[src/rqtrp_pkg.sv]
package rqtrp_pkg;

    localparam int MAX_POINTS = 1024;
    localparam int MAX_REPORT = 64;
    localparam int ADDR_BITS  = $clog2(MAX_POINTS);
    localparam int CNT_BITS   = $clog2(MAX_POINTS + 1);
    localparam int REP_BITS   = $clog2(MAX_REPORT + 1);

    localparam logic FUNC_LOAD  = 1'b0;
    localparam logic FUNC_QUERY = 1'b1;

    typedef struct packed {
        logic              func;
        logic [7:0]        point_id;
        logic signed [31:0] point_rank;
        logic signed [31:0] point_x;
        logic signed [31:0] point_y;
        logic signed [31:0] low_x;
        logic signed [31:0] high_x;
        logic signed [31:0] low_y;
        logic signed [31:0] high_y;
        logic [6:0]        max_count;
    } in_item_t;

    typedef struct packed {
        logic              hit;
        logic [7:0]        out_id;
        logic signed [31:0] out_rank;
        logic signed [31:0] out_x;
        logic signed [31:0] out_y;
        logic              last;
    } out_item_t;

    typedef struct packed {
        logic [7:0]        id;
        logic signed [31:0] rank;
        logic signed [31:0] x;
        logic signed [31:0] y;
    } entry_t;

    // classified command passed from front to back
    typedef struct packed {
        logic              is_query;
        entry_t            pt;
        logic signed [31:0] low_x;
        logic signed [31:0] high_x;
        logic signed [31:0] low_y;
        logic signed [31:0] high_y;
        logic [REP_BITS-1:0] limit;
    } cmd_t;

    typedef enum logic [2:0] {
        ST_IDLE,
        ST_LOAD_RD,
        ST_LOAD_SHIFT,
        ST_LOAD_DONE,
        ST_Q_RD,
        ST_Q_CHK,
        ST_Q_FLUSH
    } back_state_t;

endpackage

[src/rqtrp_front.sv]
module rqtrp_front (
    input  logic                clk,
    input  logic                rst_n,
    input  logic                in_valid,
    output logic                in_ready,
    input  rqtrp_pkg::in_item_t in_data,
    output logic                cmd_valid,
    input  logic                cmd_ready,
    output rqtrp_pkg::cmd_t     cmd_data
);

    // two-entry command queue
    rqtrp_pkg::cmd_t q_reg [2];
    logic [1:0] cnt_reg, cnt_next;
    logic       wp_reg, rp_reg;
    rqtrp_pkg::cmd_t c;
    logic push, pop;

    always_comb
    begin
        c = '0;
        c.is_query = (in_data.func == rqtrp_pkg::FUNC_QUERY);
        c.pt.id    = in_data.point_id;
        c.pt.rank  = in_data.point_rank;
        c.pt.x     = in_data.point_x;
        c.pt.y     = in_data.point_y;
        c.low_x    = in_data.low_x;
        c.high_x   = in_data.high_x;
        c.low_y    = in_data.low_y;
        c.high_y   = in_data.high_y;
        if (in_data.max_count == 7'd0)
            c.limit = rqtrp_pkg::REP_BITS'(1);
        else if (32'(in_data.max_count) > rqtrp_pkg::MAX_REPORT)
            c.limit = rqtrp_pkg::REP_BITS'(rqtrp_pkg::MAX_REPORT);
        else
            c.limit = rqtrp_pkg::REP_BITS'(in_data.max_count);
    end

    assign in_ready  = (cnt_reg != 2'd2);
    assign cmd_valid = (cnt_reg != 2'd0);
    assign cmd_data  = q_reg[rp_reg];
    assign push = in_valid && in_ready;
    assign pop  = cmd_valid && cmd_ready;

    always_comb
    begin
        cnt_next = cnt_reg;
        if (push && !pop)
            cnt_next = cnt_reg + 2'd1;
        else if (pop && !push)
            cnt_next = cnt_reg - 2'd1;
    end

    always_ff @(posedge clk or negedge rst_n)
    begin
        if (!rst_n)
        begin
            cnt_reg <= 2'd0;
            wp_reg  <= 1'b0;
            rp_reg  <= 1'b0;
        end
        else
        begin
            cnt_reg <= cnt_next;
            if (push)
                wp_reg <= ~wp_reg;
            if (pop)
                rp_reg <= ~rp_reg;
        end
    end

    always_ff @(posedge clk)
    begin
        if (push)
            q_reg[wp_reg] <= c;
    end

endmodule

[config.mk]
export PLATFORM = sky130hd
export DESIGN_NAME = rqtrp_front
export DESIGN_NICKNAME = d
export VERILOG_FILES = /design/src/rqtrp_pkg.sv /design/src/rqtrp_front.sv
export SDC_FILE = /design/constraint.sdc
export NUM_CORES = 1
export LEC_CHECK = 0
export BUFFER_PORTS_ARGS = -buffer_cell sky130_fd_sc_hd__clkbuf_2
export CORE_MARGIN = 4
export CORE_UTILIZATION = 56
export DETAILED_ROUTE_END_ITERATION = 12
export HOLD_SLACK_MARGIN = 0.02
export PLACE_DENSITY_LB_ADDON = 0.2
export SLEW_MARGIN = 20
export SYNTH_ARGS = -nofsm -noshare
export SYNTH_HDL_FRONTEND = slang
export SYNTH_SLANG_ARGS = --single-unit
[constraint.sdc]
create_clock -name clk -period 23.9 [get_ports clk]
set_input_delay 2.39 -clock clk [delete_from_list [all_inputs] [get_ports clk]]
set_output_delay 2.39 -clock clk [all_outputs]
set_load 0.05 [all_outputs]
==> results of run 1 <==
## synthesized netlist by cell type
cell / n
sky130_fd_sc_hd__edfxtp_1: 480
sky130_fd_sc_hd__mux2_4: 190
sky130_fd_sc_hd__mux2_2: 50
sky130_fd_sc_hd__buf_6: 21
sky130_fd_sc_hd__buf_2: 5
sky130_fd_sc_hd__nor2b_1: 5
sky130_fd_sc_hd__dfrtp_1: 4
sky130_fd_sc_hd__nor2_1: 4
sky130_fd_sc_hd__xnor2_1: 3
sky130_fd_sc_hd__nand2_1: 2
sky130_fd_sc_hd__xor2_1: 2
sky130_fd_sc_hd__a21oi_1: 1
sky130_fd_sc_hd__and3_1: 1
sky130_fd_sc_hd__buf_8: 1
sky130_fd_sc_hd__clkbuf_1: 1
sky130_fd_sc_hd__ha_1: 1
sky130_fd_sc_hd__inv_1: 1
sky130_fd_sc_hd__nand2b_1: 1
sky130_fd_sc_hd__nor3_1: 1
sky130_fd_sc_hd__or2_2: 1
## power groups by stage
| stage | clock network [mW] | logic (mW) | registers, mW |
|---|---|---|---|
| 4_1_cts | 0.737 | 1.46 | 1.24 |
| 6_report | 0.722 | 1.46 | 1.22 |
| 5_1_grt | 0.772 | 1.52 | 1.24 |
| 3_5_place_dp | 0 | 1.45 | 1.26 |
| 2_1_floorplan | 0 | 1.22 | 1.28 |
| 3_3_place_gp | 0 | 1.45 | 1.25 |
## cells by family after synthesis
kind of cell    synth area share
xor+xnor                 0.00239
compound gates          0.000272
buf+inv                   0.0155
simple gates             0.00423
mux                        0.186
flops                      0.791
fa+ha+maj               0.000682
## per-layer routing
metal	global-route usage	part of all wire	wire (um)	up-vias
met4	0.0563	0.024	923	2
met2	0.365	0.52	20100	419
met1	0.248	0.36	14000	4496
li1	-	-	-	4138
met3	0.0736	0.096	3720	64
met5	0	0.00031	12	-
## layout by cell type (no fill, tap or decap), types with 3 or more instances in the layout
cell type and instances:
sky130_fd_sc_hd__dfrtp_1 3, sky130_fd_sc_hd__xnor2_1 3, sky130_fd_sc_hd__nor2_1 3, sky130_fd_sc_hd__clkbuf_16 49, sky130_fd_sc_hd__clkbuf_2 485, sky130_fd_sc_hd__nor2b_1 5, sky130_fd_sc_hd__bufinv_16 5, sky130_fd_sc_hd__mux2_2 50
sky130_fd_sc_hd__edfxtp_1 480, sky130_fd_sc_hd__buf_4 10, sky130_fd_sc_hd__mux2_4 190, sky130_fd_sc_hd__clkinv_1 11, sky130_fd_sc_hd__clkbuf_1 8, sky130_fd_sc_hd__clkinv_2 11
## stage by stage
step            util  setup slack [ns]  area (um^2)  hold slack [ns]
2_1_floorplan      -             10.61        18400            0.456
3_3_place_gp   0.652             17.87        21100            0.475
3_5_place_dp   0.652             17.82        21100            0.475
4_1_cts        0.698             17.23        22700            0.487
5_1_grt        0.699             17.31        22700            0.513
6_report       0.699             17.49        22700            0.484
## area by class of cell
class / count / share of cell area
Antenna cell: 2 / 0.000221
Sequential cell: 484 / 0.640
Tap cell: 442 / 0.0244
Clock inverter: 29 / 0.0115
Timing Repair Buffer: 496 / 0.111
Inverter: 1 / 0.000165
Clock buffer: 57 / 0.0554
Multi-Input combinational cell: 262 / 0.157
## critical path, delay by kind of cell (launching register included)
kind                   cells  cell delay [ns]
buffers and inverters      4             2.25
DFF                        1             0.71
muxes                      1             0.36
## final timing paths
kind	endpoint	slack (ns)	start
setup reg to reg	q_reg[1][93]	20.63	cnt_reg[0]
max in group asynchronous	rp_reg	22.11	rst_n
hold / removal	cnt_reg[1]	0.48	cnt_reg[1]
setup / recovery	cmd_data[39]	17.49	rp_reg
min in group asynchronous	cnt_reg[1]	1.65	rst_n
hold reg to reg	cnt_reg[1]	0.48	cnt_reg[1]
==> run_results.csv, run 1 <==
group,metric,value,unit
cells_and_area,layout-drive-gt1-share,0.607,
clock_tree,ctsHoldBuffers,0,
detailed_routing,dr.pass1.iters,4,
setup_path,cp-start-kind,"flop",
pwr,p_leak,9.15,nW
cells_and_area,largest_register_ff_count,480,
floorplan,i_o_pin_total,486,
clock_tree,number_of_sinks_handled_by_clock_tree_synthesis,484,
clock_tree,cts-buffers-inserted,47,
sta,grt_setup_unrepaired,"false",
synth,synth_area_leaders,"sky130_fd_sc_hd__edfxtp_1 (79%), sky130_fd_sc_hd__mux2_4 (16%), sky130_fd_sc_hd__mux2_2 (3.1%), sky130_fd_sc_hd__buf_6 (1.3%), sky130_fd_sc_hd__dfrtp_1 (0.55%)",
sta,post_route_fraction_of_the_period_consumed_by_the_critical_path,0.268,
detailed_routing,wl_per_cell,21.8,um
sta,layout_min_cycle_time,6.41,ns
pwr,clock_power_share,0.212,
floorplan,die_height,189,um
sta,worst_slew_margin,0.265,
setup_path,category_of_the_worst_setup_path_capture_point,"output port",
cells_and_area,fin_cells,1773,
placed_design,port-buffer-count,485,
pwr,swShare,0.406,
sta,setup-violations-final,0,
setup_path,timing.critical_path.mode_cell,"sky130_fd_sc_hd__buf_4",
setup_path,slowest_stage,"sky130_fd_sc_hd__buf_4",
floorplan,floorplan.die.width,189,um
synth,synth.ff_latch_count,484,
synth,yosysTopAreaCellShare,0.785,
setup_path,cp.arrival,4.02,ns
grt,globalRouteOverflowTotal,0,
cells_and_area,fillerInstances,2132,
clock_tree,cts_setup_buffers,0,
synth,synth_area,18400,um^2
clock_tree,insertion_delay,0.54,ns
clock_tree,cts_h_tree_depth,2,
min_path,holdPathStages,1,
sta,slew_violations,0,
cells_and_area,relative_area_change_from_synthesis_to_final_layout,23.7,%
cells_and_area,ff_latch_area,14500,um^2
synth,post_synth_inst_count,775,
cells_and_area,multi_input_area,3570,um^2
detailed_routing,detail_route.drc_violations,0,
detailed_routing,post_drt_via_cell_ratio,5.14,
clock_tree,post_cts_resize_count,0,
detailed_routing,detailed_route_wl,38700,um
setup_path,cp.required,21.51,ns
setup_path,critical_path.cell_chain,"buf_16 -> buf_4 -> buf_4 -> mux2_4 -> clkbuf_2",
synth,synth.net_count,1020,
setup_path,crit_type,"reg2out",
synth,synthesis.area_per_instance,23.7,um^2
grt,largest_net_degree_at_the_start_of_global_routing,74,
placed_design,gpl.final_weighted_congestion,0.831,
pwr,power_density,150,nW/um^2
detailed_routing,ant_nets,0,
pwr,switching_power_summed_over_all_nets,1.38,mW
pwr,post-layout-total-power,3.41,mW
placed_design,place_inst,1684,
setup_path,ff2ff_path_depth,4,
placed_design,hpwlAfterDp,27500,um
floorplan,initial_core_utilization,0.566,
floorplan,fp-row-count,66,
clock_tree,clock_path_buffers,3,
sta,tightestPinTransition,1.10,ns
pwr,power.ir.vdd_worst,0.000123,V
synth,ys_types,20,
pwr,internal_power,2.03,mW
grt,grt_antenna_before_repair,3,
grt,wire_length_of_the_first_global_routing_pass,56700,um
floorplan,die_area,35700,um^2
grt,first_global_vias,9426,
detailed_routing,drt_iter0_drc,529,
job,drv.max_cap_violation_count,0,
sta,setup_tns,0,ns
outcome,outcome,"finished clean",
sta,final-hold-violation-count,0,
clock_tree,clock_tree_from_tritoncts,"done",
clock_tree,clk_transition_reported_paths,0.06,ns
synth,portion_of_the_post_synthesis_area_used_by_sequential_elements,0.791,
synth,netlist.top_cell.by_area,"sky130_fd_sc_hd__edfxtp_1",
grt,globalRouteTotalUtil,0.209,
floorplan,floorplan.core_area,32500,um^2
pwr,power.share.combinational,0.429,
setup_path,crit_path_max_fanout,59,
setup_path,critPathMaxStageDelay,0.91,ns
min_path,worst_hold_path_type,"reg2reg",
synth,ys.warnings.count,0,
sta,achievable-frequency,156,MHz
clock_tree,clockRootBuffer,"sky130_fd_sc_hd__clkbuf_16",
sta,finalClockSkew,0.0136,ns
pwr,power_frac_seq,0.359,
cells_and_area,final_net_count,1537,
detailed_routing,detailroute.via_count,9119,
(Power assumes the default switching activity.)
==> run 2: changes to the inputs <==
--- a/config.mk
+++ b/config.mk
@@ -7,7 +7,7 @@
 export LEC_CHECK = 0
 export BUFFER_PORTS_ARGS = -buffer_cell sky130_fd_sc_hd__clkbuf_2
 export CORE_MARGIN = 4
-export CORE_UTILIZATION = 56
+export CORE_UTILIZATION = 53
 export DETAILED_ROUTE_END_ITERATION = 12
 export HOLD_SLACK_MARGIN = 0.02
 export PLACE_DENSITY_LB_ADDON = 0.2
==> constraint.sdc (replaced) <==
create_clock -name clk -period 6.6 [get_ports clk]
set_input_delay 0.66 -clock clk [delete_from_list [all_inputs] [get_ports clk]]
set_output_delay 0.66 -clock clk [all_outputs]
set_load 0.05 [all_outputs]
==> run_results.csv, run 2 (synthesis results as in run 1) <==
group,metric,value,unit
detailed_routing,detailed_route_wl,39600,um
pwr,power_density,543,nW/um^2
detailed_routing,post_drt_via_cell_ratio,5.13,
floorplan,die_area,37700,um^2
clock_tree,cts-buffers-inserted,47,
clock_tree,insertion_delay,0.56,ns
cells_and_area,layout.cells.most_common_list,"sky130_fd_sc_hd__clkbuf_2 (485), sky130_fd_sc_hd__edfxtp_1 (480), sky130_fd_sc_hd__mux2_4 (190)",
sta,worst_slew_margin,0.330,
detailed_routing,wl_per_cell,22.3,um
grt,grtUsageMet2,0.353,
clock_tree,number_of_sinks_handled_by_clock_tree_synthesis,484,
cells_and_area,final_net_count,1534,
pwr,p_leak,9.11,nW
clock_tree,post_cts_resize_count,0,
detailed_routing,dr.pass1.iters,4,
sta,final-hold-violation-count,0,
sta,finalClockSkew,0.0218,ns
sta,setup-violations-final,0,
setup_path,crit_type,"reg2out",
clock_tree,clock_path_buffers,3,
cells_and_area,fin_cells,1772,
grt,grtUsageMet1,0.236,
sta,tightestPinTransition,1.00,ns
sta,slew_violations,0,
setup_path,cp.arrival,2.95,ns
placed_design,port-buffer-count,485,
grt,globalRouteTotalUtil,0.203,
grt,grt_use_met3,0.0742,
floorplan,initial_core_utilization,0.542,
floorplan,die_height,194,um
setup_path,cp-start-kind,"flop",
cells_and_area,largest_register_ff_count,480,
floorplan,fp-row-count,67,
floorplan,i_o_pin_total,486,
grt,top_usage_layer,"met2",
setup_path,critPathMaxStageDelay,0.97,ns
placed_design,hpwlAfterDp,27700,um
setup_path,slowest_stage,"sky130_fd_sc_hd__dfrtp_4",
detailed_routing,drt_iter0_drc,584,
detailed_routing,detailroute.via_count,9082,
sta,grt_setup_unrepaired,"false",
cells_and_area,relative_area_change_from_synthesis_to_final_layout,23.4,%
floorplan,floorplan.core_area,33900,um^2
clock_tree,clockRootBuffer,"sky130_fd_sc_hd__clkbuf_16",
setup_path,category_of_the_worst_setup_path_capture_point,"output port",
sta,achievable-frequency,277,MHz
cells_and_area,fillerInstances,2332,
pwr,post-layout-total-power,12.3,mW
grt,grt_antenna_before_repair,3,
min_path,worst_hold_path_type,"in2reg",
placed_design,place_inst,1687,
job,drv.max_cap_violation_count,0,
clock_tree,cts_h_tree_depth,2,
placed_design,gpl.final_weighted_congestion,0.820,
floorplan,floorplan.die.width,194,um
cells_and_area,layout-drive-gt1-share,0.600,
pwr,power.ir.vdd_worst,0.000399,V
detailed_routing,detail_route.drc_violations,0,
cells_and_area,ff_latch_area,14500,um^2
setup_path,critical_path.cell_chain,"buf_12 -> mux2_4 -> clkbuf_2",
sta,post_route_fraction_of_the_period_consumed_by_the_critical_path,0.547,
setup_path,crit_path_max_fanout,101,
sta,setup_tns,0,ns
outcome,outcome,"finished clean",
detailed_routing,ant_nets,0,
cells_and_area,final_common_cell,"sky130_fd_sc_hd__clkbuf_2",
sta,layout_min_cycle_time,3.61,ns
clock_tree,clk_transition_reported_paths,0.06,ns
clock_tree,clock_tree_from_tritoncts,"done",
cells_and_area,multi_input_area,3570,um^2
grt,first_global_vias,9567,
setup_path,cp.required,5.94,ns
grt,wire_length_of_the_first_global_routing_pass,57800,um
grt,globalRouteOverflowTotal,0,
grt,largest_net_degree_at_the_start_of_global_routing,128,
-- run 2: cell types whose count changed in the layout (fill, tap and decap cells not counted) --
cell                            previous run  this run
sky130_fd_sc_hd__clkinv_1                 11         9
sky130_fd_sc_hd__buf_12                    0         4
sky130_fd_sc_hd__clkbuf_1                  8        16
sky130_fd_sc_hd__dlygate4sd3_1             0         1
sky130_fd_sc_hd__buf_16                    1         0
sky130_fd_sc_hd__bufinv_16                 5         4
sky130_fd_sc_hd__buf_4                    10         3
sky130_fd_sc_hd__clkinvlp_4                2         0
sky130_fd_sc_hd__clkinv_2                 11         4
-- run 2: timing repair --
action,4_1_cts,5_1_grt
endpoints found under the hold margin,4,0
setup buffers,0,0
hold buffers,1,0
-- run 2: worst max-delay path, delay by kind of cell (launching register included) --
| kind | cells | cell delay [ns] |
|---|---|---|
| flip-flops | 1 | 0.97 |
| buffers and inverters | 2 | 0.88 |
| multiplexers | 1 | 0.38 |
-- run 2: where the power goes --
group,total [mW],internal [mW],switching [mW]
combinational,5.31,1.57,3.74
sequential,4.45,4.21,0.240
clock,2.55,1.51,1.04
-- run 2: stage by stage --
stage | worst slack [ns] | area [um^2] | utilization | hold slack, ns
floorplan | 1.50 | 18400 | - | 0.364
global placement | 3.54 | 21200 | 0.625 | 0.473
detailed placement | 3.54 | 21200 | 0.625 | 0.476
CTS | 2.93 | 22600 | 0.669 | 0.247
global route | 2.89 | 22700 | 0.669 | 0.256
finish | 2.99 | 22700 | 0.669 | 0.289
-- run 2: worst paths after layout --
| path | from | endpoint | slack (ns) | cells past startpoint |
|---|---|---|---|---|
| max reg2reg | cnt_reg[0] | q_reg[0][49] | 3.85 | 4 |
| min reg2reg | cnt_reg[1] | cnt_reg[1] | 0.49 | 1 |
| max | rp_reg | cmd_data[114] | 2.99 | 3 |
| min | in_data[21] | q_reg[0][21] | 0.29 | 1 |
| min in group asynchronous | rst_n | cnt_reg[1] | 0.47 | 2 |
| max in group asynchronous | rst_n | rp_reg | 5.99 | 2 |
-- run 2: layer usage --
layer | vias to the layer above | wire length (um)
met5 | - | 13
met4 | 2 | 1010
met3 | 58 | 3850
met2 | 398 | 20100
met1 | 4495 | 14600
li1 | 4129 | -
-- run 2: area by class of cell --
class                   instances  share of cell area
multi-input cells             262               0.157
inverters                       1            0.000166
diodes                          2            0.000221
well taps                     448              0.0247
clock buffers                  65              0.0568
repair buffers                493               0.112
clock inverters                17             0.00768
flip-flops and latches        484               0.641
